<file path="config.mk">
export PLATFORM = sky130hd
export DESIGN_NAME = binomial_coefficient_unit_flat
export DESIGN_NICKNAME = d
export VERILOG_FILES = /design/src/hw/rtl/bcu_pkg.sv /design/src/hw/rtl/bcu_in_if.sv /design/src/hw/rtl/bcu_out_if.sv /design/src/hw/rtl/bcu_mul.sv /design/src/hw/rtl/bcu_div.sv /design/src/hw/rtl/binomial_coefficient_unit.sv /design/src/flat_wrapper.sv
export SDC_FILE = /design/constraint.sdc
export NUM_CORES = 2
export LEC_CHECK = 0
export BUFFER_PORTS_ARGS = -buffer_cell sky130_fd_sc_hd__buf_2
export CAP_MARGIN = 25
export CORE_ASPECT_RATIO = 1.25
export CORE_MARGIN = 8
export CORE_UTILIZATION = 40
export DETAILED_ROUTE_END_ITERATION = 8
export PLACE_DENSITY = 0.67
export SLEW_MARGIN = 20
export SYNTH_ARGS = -nofsm -noshare
export SYNTH_HDL_FRONTEND = slang
export SYNTH_SLANG_ARGS = --single-unit
</file>
<file path="constraint.sdc">
create_clock -name clk -period 25.5 [get_ports clk]
set_input_delay 1.275 -clock clk [delete_from_list [all_inputs] [get_ports clk]]
set_output_delay 1.275 -clock clk [all_outputs]
set_load 0.005 [all_outputs]
</file>
<file path="src/hw/rtl/bcu_pkg.sv">
// Package for the binomial coefficient unit.
// Shared types between the sequencer and the divider; no dependencies.
`timescale 1ns / 1ps

package bcu_pkg;

  // Status returned by the iterative divider to the sequencer
  typedef struct packed {
    logic busy;  // a division is in progress
    logic done;  // one-cycle pulse: quotient is valid
  } bcu_div_status_t;

endpackage : bcu_pkg

</file>
<file path="src/hw/rtl/bcu_in_if.sv">
// Input channel of the binomial coefficient unit: n and k with valid/ready.
// No dependencies.
`timescale 1ns / 1ps

interface bcu_in_if #(
  parameter int ARG_WIDTH = 6
);
  logic                 valid;
  logic                 ready;
  logic [ARG_WIDTH-1:0] n_value;
  logic [ARG_WIDTH-1:0] k_value;

  modport source (output valid, output n_value, output k_value, input ready);
  modport sink   (input valid, input n_value, input k_value, output ready);
endinterface : bcu_in_if

</file>
<file path="src/hw/rtl/bcu_out_if.sv">
// Output channel of the binomial coefficient unit: coefficient and overflow flag.
// No dependencies.
`timescale 1ns / 1ps

interface bcu_out_if #(
  parameter int RESULT_WIDTH = 64
);
  logic                    valid;
  logic                    ready;
  logic [RESULT_WIDTH-1:0] coefficient;
  logic                    overflow;

  modport source (output valid, output coefficient, output overflow, input ready);
  modport sink   (input valid, input coefficient, input overflow, output ready);
endinterface : bcu_out_if

</file>
<file path="src/hw/rtl/bcu_mul.sv">
// Shared multiplier of the binomial coefficient unit: running product times
// a small factor, with detection of a result wider than the running product.
`timescale 1ns / 1ps

module bcu_mul #(
  parameter int ARG_WIDTH    = 6,
  parameter int RESULT_WIDTH = 64
) (
  input  logic [RESULT_WIDTH-1:0] acc,
  input  logic [ARG_WIDTH-1:0]    factor,
  output logic [RESULT_WIDTH-1:0] product,
  output logic                    too_wide
);

  logic [RESULT_WIDTH+ARG_WIDTH-1:0] full;

  // Full-width product; any bit above the result width means overflow
  always_comb begin
    full     = {{ARG_WIDTH{1'b0}}, acc} * {{RESULT_WIDTH{1'b0}}, factor};
    product  = full[RESULT_WIDTH-1:0];
    too_wide = |full[RESULT_WIDTH+ARG_WIDTH-1:RESULT_WIDTH];
  end

endmodule : bcu_mul

</file>
<file path="src/hw/rtl/bcu_div.sv">
// Restoring divider of the binomial coefficient unit, one quotient bit a cycle.
// Depends on bcu_pkg for the status struct.
`timescale 1ns / 1ps

module bcu_div
  import bcu_pkg::*;
#(
  parameter int RESULT_WIDTH = 64
) (
  input  logic                    clk,
  input  logic                    rst,
  input  logic                    start,
  input  logic [RESULT_WIDTH-1:0] dividend,
  input  logic [RESULT_WIDTH-1:0] divisor,
  output bcu_div_status_t         status,
  output logic [RESULT_WIDTH-1:0] quotient
);

  localparam int CntWidth = $clog2(RESULT_WIDTH + 1);

  logic [RESULT_WIDTH:0]   rem;
  logic [RESULT_WIDTH-1:0] quo;
  logic [RESULT_WIDTH-1:0] div_reg;
  logic [CntWidth-1:0]     count;
  logic                    busy;
  logic                    done;

  logic [RESULT_WIDTH:0]   rem_shift;
  logic [RESULT_WIDTH+1:0] diff;
  logic                    take;

  // One trial subtraction per cycle
  always_comb begin
    rem_shift = {rem[RESULT_WIDTH-1:0], quo[RESULT_WIDTH-1]};
    diff      = {1'b0, rem_shift} - {2'b00, div_reg};
    take      = ~diff[RESULT_WIDTH+1];
  end

  always_ff @(posedge clk) begin
    if (rst) begin
      busy <= 1'b0;
      done <= 1'b0;
    end else begin
      done <= 1'b0;
      if (start && !busy) begin
        rem     <= '0;
        quo     <= dividend;
        div_reg <= divisor;
        count   <= CntWidth'(RESULT_WIDTH);
        busy    <= 1'b1;
      end else if (busy) begin
        rem   <= take ? diff[RESULT_WIDTH:0] : rem_shift;
        quo   <= {quo[RESULT_WIDTH-2:0], take};
        count <= count - 1'b1;
        if (count == CntWidth'(1)) begin
          busy <= 1'b0;
          done <= 1'b1;
        end
      end
    end
  end

  assign status.busy = busy;
  assign status.done = done;
  assign quotient    = quo;

endmodule : bcu_div

</file>
<file path="src/hw/rtl/binomial_coefficient_unit.sv">
// Binomial coefficient unit top level: sequencer around the shared multiplier
// and the iterative divider. Depends on bcu_pkg, bcu_in_if, bcu_out_if, bcu_mul, bcu_div.
`timescale 1ns / 1ps
//
//  channel | dir | handshake     | item
//  --------+-----+---------------+------------------------------------
//  in_ch   | in  | valid / ready | n_value, k_value (ARG_WIDTH each)
//  out_ch  | out | valid / ready | coefficient (RESULT_WIDTH), overflow
//
//  k = 0, n = 0 or k > n: the sequencer goes straight to ST_DONE once the item is taken.
//  Otherwise up to k multiplier passes for the falling product, k-1 for k!,
//  then the divider at one quotient bit a cycle; ST_DONE loads the result
//  into the output register once that register is free.
//  in_ch.ready is high only when the sequencer is idle; a finished result
//  waits in the output register, so the next item may be taken meanwhile.
//  Synchronous reset clears the sequencer and the output valid.

module binomial_coefficient_unit
  import bcu_pkg::*;
#(
  parameter int ARG_WIDTH    = 6,
  parameter int RESULT_WIDTH = 64
) (
  input logic      clk,
  input logic      rst,
  bcu_in_if.sink   in_ch,
  bcu_out_if.source out_ch
);

  typedef enum logic [2:0] {
    ST_IDLE,
    ST_PROD,
    ST_FACT,
    ST_DIV_GO,
    ST_DIV_WAIT,
    ST_DONE
  } state_t;

  state_t                  state;
  logic [ARG_WIDTH-1:0]    k_reg;
  logic [ARG_WIDTH-1:0]    factor;
  logic [ARG_WIDTH-1:0]    remaining;
  logic [ARG_WIDTH-1:0]    fidx;
  logic [RESULT_WIDTH-1:0] prod;
  logic [RESULT_WIDTH-1:0] fact;
  logic [RESULT_WIDTH-1:0] res_value;
  logic                    res_ovf;
  logic                    out_valid;
  logic [RESULT_WIDTH-1:0] out_coef;
  logic                    out_ovf;

  logic [RESULT_WIDTH-1:0] mul_acc;
  logic [ARG_WIDTH-1:0]    mul_factor;
  logic [RESULT_WIDTH-1:0] mul_product;
  logic                    mul_too_wide;
  logic                    div_start;
  bcu_div_status_t         div_status;
  logic [RESULT_WIDTH-1:0] div_quotient;
  logic                    in_take;

  // Multiplier operands: falling product first, then k!
  assign mul_acc    = (state == ST_PROD) ? prod : fact;
  assign mul_factor = (state == ST_PROD) ? factor : fidx;
  assign div_start  = (state == ST_DIV_GO);
  assign in_take    = in_ch.valid && (state == ST_IDLE);

  bcu_mul #(
    .ARG_WIDTH   (ARG_WIDTH),
    .RESULT_WIDTH(RESULT_WIDTH)
  ) u_mul (
    .acc     (mul_acc),
    .factor  (mul_factor),
    .product (mul_product),
    .too_wide(mul_too_wide)
  );

  bcu_div #(
    .RESULT_WIDTH(RESULT_WIDTH)
  ) u_div (
    .clk     (clk),
    .rst     (rst),
    .start   (div_start),
    .dividend(prod),
    .divisor (fact),
    .status  (div_status),
    .quotient(div_quotient)
  );

  // Sequencer and output register
  always_ff @(posedge clk) begin
    if (rst) begin
      state     <= ST_IDLE;
      out_valid <= 1'b0;
    end else begin
      // result taken; ST_DONE reloads the register itself
      if (out_valid && out_ch.ready && state != ST_DONE) begin
        out_valid <= 1'b0;
      end
      case (state)
        ST_IDLE: begin
          if (in_take) begin
            k_reg     <= in_ch.k_value;
            factor    <= in_ch.n_value;
            remaining <= in_ch.k_value;
            prod      <= RESULT_WIDTH'(1);
            fact      <= RESULT_WIDTH'(1);
            fidx      <= ARG_WIDTH'(2);
            res_ovf   <= 1'b0;
            if (in_ch.k_value == '0) begin
              res_value <= RESULT_WIDTH'(1);
              state     <= ST_DONE;
            end else if (in_ch.n_value == '0 || in_ch.k_value > in_ch.n_value) begin
              res_value <= '0;
              state     <= ST_DONE;
            end else begin
              state <= ST_PROD;
            end
          end
        end
        ST_PROD: begin
          if (mul_too_wide) begin
            res_value <= '0;
            res_ovf   <= 1'b1;
            state     <= ST_DONE;
          end else begin
            prod      <= mul_product;
            factor    <= factor - 1'b1;
            remaining <= remaining - 1'b1;
            if (remaining == ARG_WIDTH'(1)) begin
              state <= (k_reg == ARG_WIDTH'(1)) ? ST_DIV_GO : ST_FACT;
            end
          end
        end
        ST_FACT: begin
          fact <= mul_product;
          fidx <= fidx + 1'b1;
          if (fidx == k_reg) begin
            state <= ST_DIV_GO;
          end
        end
        ST_DIV_GO: begin
          state <= ST_DIV_WAIT;
        end
        ST_DIV_WAIT: begin
          if (div_status.done) begin
            res_value <= div_quotient;
            state     <= ST_DONE;
          end
        end
        ST_DONE: begin
          if (!out_valid || out_ch.ready) begin
            out_valid <= 1'b1;
            out_coef  <= res_value;
            out_ovf   <= res_ovf;
            state     <= ST_IDLE;
          end
        end
        default: begin
          state <= ST_IDLE;
        end
      endcase
    end
  end

  assign in_ch.ready        = (state == ST_IDLE);
  assign out_ch.valid       = out_valid;
  assign out_ch.coefficient = out_coef;
  assign out_ch.overflow    = out_ovf;

endmodule : binomial_coefficient_unit

</file>
<file path="src/flat_wrapper.sv">
// flat-port wrapper written by rule: the top's interface ports become plain ports
module binomial_coefficient_unit_flat import bcu_pkg::*;
#(
  parameter int ARG_WIDTH    = 6,
  parameter int RESULT_WIDTH = 64
)
  (clk, rst, in_ch_valid, in_ch_n_value, in_ch_k_value, in_ch_ready, out_ch_valid, out_ch_coefficient, out_ch_overflow, out_ch_ready);
  bcu_in_if #(.ARG_WIDTH(ARG_WIDTH)) in_ch_i ();
  bcu_out_if #(.RESULT_WIDTH(RESULT_WIDTH)) out_ch_i ();
  input logic clk;
  input logic rst;
  input wire logic [$bits(in_ch_i.valid)-1:0] in_ch_valid;
  input wire logic [$bits(in_ch_i.n_value)-1:0] in_ch_n_value;
  input wire logic [$bits(in_ch_i.k_value)-1:0] in_ch_k_value;
  output wire logic [$bits(in_ch_i.ready)-1:0] in_ch_ready;
  output wire logic [$bits(out_ch_i.valid)-1:0] out_ch_valid;
  output wire logic [$bits(out_ch_i.coefficient)-1:0] out_ch_coefficient;
  output wire logic [$bits(out_ch_i.overflow)-1:0] out_ch_overflow;
  input wire logic [$bits(out_ch_i.ready)-1:0] out_ch_ready;
  assign in_ch_i.valid = in_ch_valid;
  assign in_ch_i.n_value = in_ch_n_value;
  assign in_ch_i.k_value = in_ch_k_value;
  assign in_ch_ready = in_ch_i.ready;
  assign out_ch_valid = out_ch_i.valid;
  assign out_ch_coefficient = out_ch_i.coefficient;
  assign out_ch_overflow = out_ch_i.overflow;
  assign out_ch_i.ready = out_ch_ready;
  binomial_coefficient_unit #(.ARG_WIDTH(ARG_WIDTH), .RESULT_WIDTH(RESULT_WIDTH)) u_core (.clk(clk), .rst(rst), .in_ch(in_ch_i), .out_ch(out_ch_i));
endmodule
</file>
* After elaboration in Yosys (flattened, before gate mapping)
Cells that the tools add are included.
** Cells by class
- Add/sub/neg operators :: 5
- Multiply operators :: 1
- $lt $le $gt $ge :: 1
- Equality and inequality tests :: 18
- Mux-type cells :: 45
- Bitwise logic cells :: 3
- Reductions and logical operators :: 26
** Operators with widths (number)
- $mux 64 :: 12
- $pmux 64 s2 :: 2
- $pmux 64 s3 :: 1
- $mul 64x6->70 :: 1
- $sub 65x64->66 :: 1
- $mux 6 :: 6
- $pmux 6 s2 :: 3
- $mux 3 :: 8
- $pmux 3 s6 :: 1
- $eq 6x1->1 const B :: 2
- $logic_not 6->1 :: 2
- $sub 6x1->6 const B :: 2
- $mux 1 :: 10
- $reduce_and 3->1 :: 3
- $ne 2x1->1 const B :: 4
- $reduce_and 4->1 :: 2
- $eq 7x1->1 const B :: 1
- $mux 7 :: 1
- $sub 7x1->7 const B :: 1
- $add 6x1->6 const B :: 1
- $eq 3x2->1 const B :: 2
- $eq 3x3->1 const B :: 2
- $eq 6x6->1 :: 1
- $gt 6x6->1 :: 1
- 18 further kinds :: 29
** Word-level totals
- Register bits after elaboration :: 487
- Input port bits :: 16
- Output and inout bits :: 67
- Word-level logic and storage cells :: 117

* Depth between registers and ports, before layout
- Depth in word-level cells :: 6
- Mapped depth :: 26
- Gate-level depth less buffers :: 23

* Hierarchy
Synthesis repeated with hierarchy kept, for this count alone.
** Unflattened totals
- Cells, all modules :: 3720
- Area, all modules :: 36729.0 µm²
** By module, submodules not included
- bcu_mul :: instances 1, cells an instance 1534, area an instance 12679.7 µm², sequential area each 0.0 µm²
- bcu_div :: instances 1, cells an instance 1306, area an instance 12326.8 µm², sequential area each 6015.8 µm²
- binomial_coefficient_unit :: instances 1, cells an instance 880, area an instance 11722.5 µm², sequential area each 8548.2 µm²

* Worst setup path before layout
Ideal clock, no wire load.
- Kind :: flip-flop to flip-flop
- Start point :: register u_core.state[0]
- End point :: register u_core.factor[0] (enable)
- Setup time :: 0.697 ns
- Arrival time :: 13.632 ns
- Data required time :: 24.803 ns
- Path slack :: 11.170 ns
- Cell stages (with the launch flop) :: 26
- Path buffers :: 3
- Clock period less this slack :: 14.330 ns
- Path through :: dfxtp_1 nand2b_1 or2_2 clkbuf_1 inv_2 clkbuf_1 buf_1 mux2i_1 nor2_1 fa_1 fa_1 inv_1 fa_1 inv_1 ha_1 o211ai_1 o211a_1 or4_4 a2111o_1 a21oi_1 or3b_4 a31o_2 o32a_1 nor4b_4 a31oi_1 nor4_1
** Between the ends
- Cells in the longest elaborated chain, start to end :: 6
- Elaborated cells on any way between the ends :: 11
- Classes of those cells :: mul: 1; eq/ne: 3; mux: 2; reduce/logical: 5
** Ends and longest elaborated chain
- start, declared :: line binomial_coefficient_unit.sv:39 : state_t state;
- start signal, assigned :: line binomial_coefficient_unit.sv:130 : state <= (k_reg == ARG_WIDTH'(1)) ? ST_DIV_GO : ST_FACT;
- $eq 3x1->1 :: line binomial_coefficient_unit.sv:62, binomial_coefficient_unit.sv:63, binomial_coefficient_unit.sv:99
- $mux 64 / $mux 6 (equally long branches) :: line binomial_coefficient_unit.sv:62, binomial_coefficient_unit.sv:63
- $mul 64x6->70 :: line bcu_mul.sv:19 : full = {{ARG_WIDTH{1'b0}}, acc} * {{RESULT_WIDTH{1'b0}}, factor};
- $reduce_or 6->1 :: line bcu_mul.sv:21 : too_wide = |full[RESULT_WIDTH+ARG_WIDTH-1:RESULT_WIDTH];
- $ne 2x2->1 (no line)
- $reduce_and 4->1 (no line) (*)
- end signal, assigned :: line binomial_coefficient_unit.sv:103 : factor <= in_ch.n_value;
- end signal, assigned :: line binomial_coefficient_unit.sv:127 : factor <= factor - 1'b1;
- end, declared :: line binomial_coefficient_unit.sv:41 : logic [ARG_WIDTH-1:0] factor;
Mark *: on every way between the ends. The rest lies on a longest branch, timed or not.
A chain may end at the register's enable or synchronous reset.

* Worst setup path in the final report
- Start point :: register u_core.state[2]
- End point :: register u_core.prod[24] (enable)
** Between the ends
- Cells in the longest elaborated chain, start to end :: 6
- Elaborated cells on any way between the ends :: 11
- Classes of those cells :: mul: 1; eq/ne: 3; mux: 2; reduce/logical: 5
** Ends and longest elaborated chain
- $eq 3x1->1 :: line binomial_coefficient_unit.sv:62, binomial_coefficient_unit.sv:63, binomial_coefficient_unit.sv:99
- $mux 64 / $mux 6 (equally long branches) :: line binomial_coefficient_unit.sv:62, binomial_coefficient_unit.sv:63
- $mul 64x6->70 :: line bcu_mul.sv:19
- $reduce_or 6->1 :: line bcu_mul.sv:21
- $ne 2x2->1 (no line)
- $reduce_and 4->1 (no line) (*)
- end signal, assigned :: line binomial_coefficient_unit.sv:126 : prod <= mul_product;
- end, declared :: line binomial_coefficient_unit.sv:44 : logic [RESULT_WIDTH-1:0] prod;
Marked as above.

==> results.json <==
{
  "via_count_of_the_first_global_routing_pass": 25986,
  "wl_per_cell_um": 18.5,
  "worstPathMaxFanout": 83,
  "post-route-drc-count": 0,
  "cts_num_sinks": 487,
  "gp_congestion": 0.925,
  "final_layout_size_suffix_gt1_share_pct": 6.41,
  "grtUsageMet2_pct": 30.0,
  "grt_max_degree": 84,
  "netlist-cell-type-count": 74,
  "cts_hold_repair.buffers": 0,
  "outcome": "finished clean",
  "slew_headroom_pct": 31.8,
  "yosys-top-cells-count": "nor2_1 (646), edfxtp_1 (481), nand2_1 (421)",
  "delay_of_the_slowest_critical_path_stage_ns": 0.84,
  "final_hold_viol_count": 0,
  "post_cts.repair.setup_buffers": 0,
  "timing.setup.critical_path_class": "reg2reg",
  "grt_use_total_pct": 17.9,
  "drt-total-wl_um": 88400,
  "synth_area_leader_cell": "edfxtp_1",
  "sequential_cell_area_fraction_in_the_yosys_report_pct": 41.6,
  "synth.avg_cell_area_um2": 9.73,
  "dr.first_iter.drc_count": 2020,
  "grt_util_met3_pct": 2.58,
  "cts.root.buffer_cell": "clkbuf_16",
  "ys_async_rst_share_pct": 0,
  "synth_largest_type_area_fraction_pct": 41.3,
  "chipHeight_um": 347,
  "start_kind": "flip-flop",
  "count_of_flip_flops_with_a_built_in_enable_after_synthesis": 481,
  "cap_viol_max_count": 0,
  "rsz0062_at_grt": "false",
  "drt.antenna.violating_nets": 0,
  "period_minus_slack_ns": 9.95,
  "die_width_um": 281,
  "worst-endpoint-arrival_ns": 10.18,
  "num_rows": 121,
  "finClkSkew_ns": 0.0333,
  "path_clk_slew_ns": 0.06,
  "clock_h_tree_levels": 2,
  "setup_tns_ns": 0,
  "worstHoldPathType": "reg2reg",
  "cts_tree": "built",
  "resized_after_cts": 0,
  "dominantRegCellSynth": "edfxtp_1",
  "grt_first_pass_wirelength_um": 142000,
  "synthesis.nets": 4020,
  "utilization_pct": 43.8,
  "core_um2": 86900,
  "via_total_after_detailed_routing": 25816,
  "dpl.hpwl_um": 65700,
  "ctsLongestPathBuffers": 3,
  "global_route.overflow_total": 0,
  "design.die.area_um2": 97300,
  "port-buffer-count": 82,
  "clk-insertion-delay-late_ns": 0.61,
  "grtUsageMet1_pct": 23.2,
  "busiest_layer": "met2",
  "postSynthCellCount": 3600,
  "grt_antenna_before_repair": 3,
  "pin_slew_with_the_least_headroom_to_its_limit_ns": 1.02,
  "synth_most_common_cell": "nor2_1",
  "syn_to_layout_area_delta_pct": 8.83,
  "max_freq_mhz": 101,
  "final_nets": 4007,
  "worst_ep_required_time_ns": 25.73,
  "tritoncts_buffers": 46,
  "detail_route.vias_per_cell": 5.39,
  "post-route-period-util_pct": 39.0,
  "synth.yosys.warnings": 0,
  "drv_slew": 0,
  "synth_area_leaders": "edfxtp_1 (41%), fa_1 (14%), nor2_1 (6.9%)",
  "synth_seq_cells": 487,
  "critical_path_s_slowest_cell": "buf_4",
  "setup_viol": 0,
  "crit_path_end_kind": "flip-flop",
  "drt-pass1-iter-count": 5,
  "syn-cell-area_um2": 35000,
  "initial_standard_cell_utilization_of_the_core_pct": 40.3,
  "floorplan.io_pins": 83
}
[logic make-up after synthesis]
group	Yosys count	synth area share, %
AOI/OAI and AO/OA	570	10.2
xor gates and xnor gates	139	3.48
adders and majority gates	404	19.8
buffers and inverters	565	6.09
DFF	487	41.6
muxes	73	2.09
and+or+nand+nor	1362	16.7
[cells in the final DEF, fill, tap and decap left out, drive strengths merged, types with 31 or more instances in the layout]
| cell | Yosys | final |
|---|---|---|
| nor2 | 646 | 646 |
| edfxtp | 481 | 481 |
| nand2 | 421 | 421 |
| inv | 394 | 400 |
| fa | 250 | 250 |
| a21oi | 214 | 214 |
| ha | 154 | 154 |
| buf | 13 | 110 |
| o21ai | 101 | 101 |
| and3 | 80 | 80 |
| xnor2 | 77 | 77 |
| mux2i | 73 | 73 |
| a21o | 63 | 63 |
| xor2 | 62 | 62 |
| clkbuf | 158 | 56 |
| nor3 | 35 | 35 |
| nand3 | 31 | 31 |
| nand4 | 31 | 31 |
[per-layer routing]
metal | share of wire, % | wire (µm)
met5 | 0 | 0
met4 | 3.9 | 3440
met3 | 6.2 | 5440
met2 | 48 | 42900
met1 | 41 | 36700
[area by class of cell]
| class | count | area, µm² |
|---|---|---|
| flip-flops and latches | 487 | 14600 |
| fillers | 8309 | 48800 |
| multi-input cells | 2548 | 18500 |
| inverters | 394 | 1480 |
| well taps | 1168 | 1460 |
| repair buffers | 110 | 638 |
| clock inverters | 27 | 279 |
| clock buffers | 56 | 1210 |
| diodes | 1 | 2.50 |
[final timing paths]
path | startpoint | endpoint | slack (ns) | cells after the start
worst max-delay path | u_core.state[2]$_SDFFE_PP0P_ | u_core.prod[24]$_SDFFCE_PP0P_ | 15.55 | 25
worst min-delay path | u_core.res_value[41]$_DFFE_PP_ | u_core.out_ch.coefficient[41]$_DFFE_PP_ | 0.42 | 0
worst max register to register | u_core.state[2]$_SDFFE_PP0P_ | u_core.prod[24]$_SDFFCE_PP0P_ | 15.55 | 25
worst min register to register | u_core.res_value[41]$_DFFE_PP_ | u_core.out_ch.coefficient[41]$_DFFE_PP_ | 0.42 | 0
[critical path: cells and delay by family (launching register included)]
family | cells | cell delay (ns)
adders and majority gates | 4 | 1.97
buffers and inverters | 6 | 2.68
AOI/OAI and AO/OA | 7 | 1.87
DFF | 1 | 0.31
muxes | 1 | 0.71
and+or+nand+nor | 7 | 1.88
[per-stage QoR]
step	hold slack [ns]	area [µm²]	std cells	setup WS, ns
floorplan	0.400	35000	3600	11.17
global route	0.424	38100	4791	14.97
finish	0.415	38100	4791	15.55
detailed placement	0.405	36600	4707	15.61
CTS	0.417	38100	4790	15.60
global placement	0.402	36600	4705	15.13
Power is not shown: default switching activity piles up to over one toggle a cycle in this logic, so the estimate is an artifact.
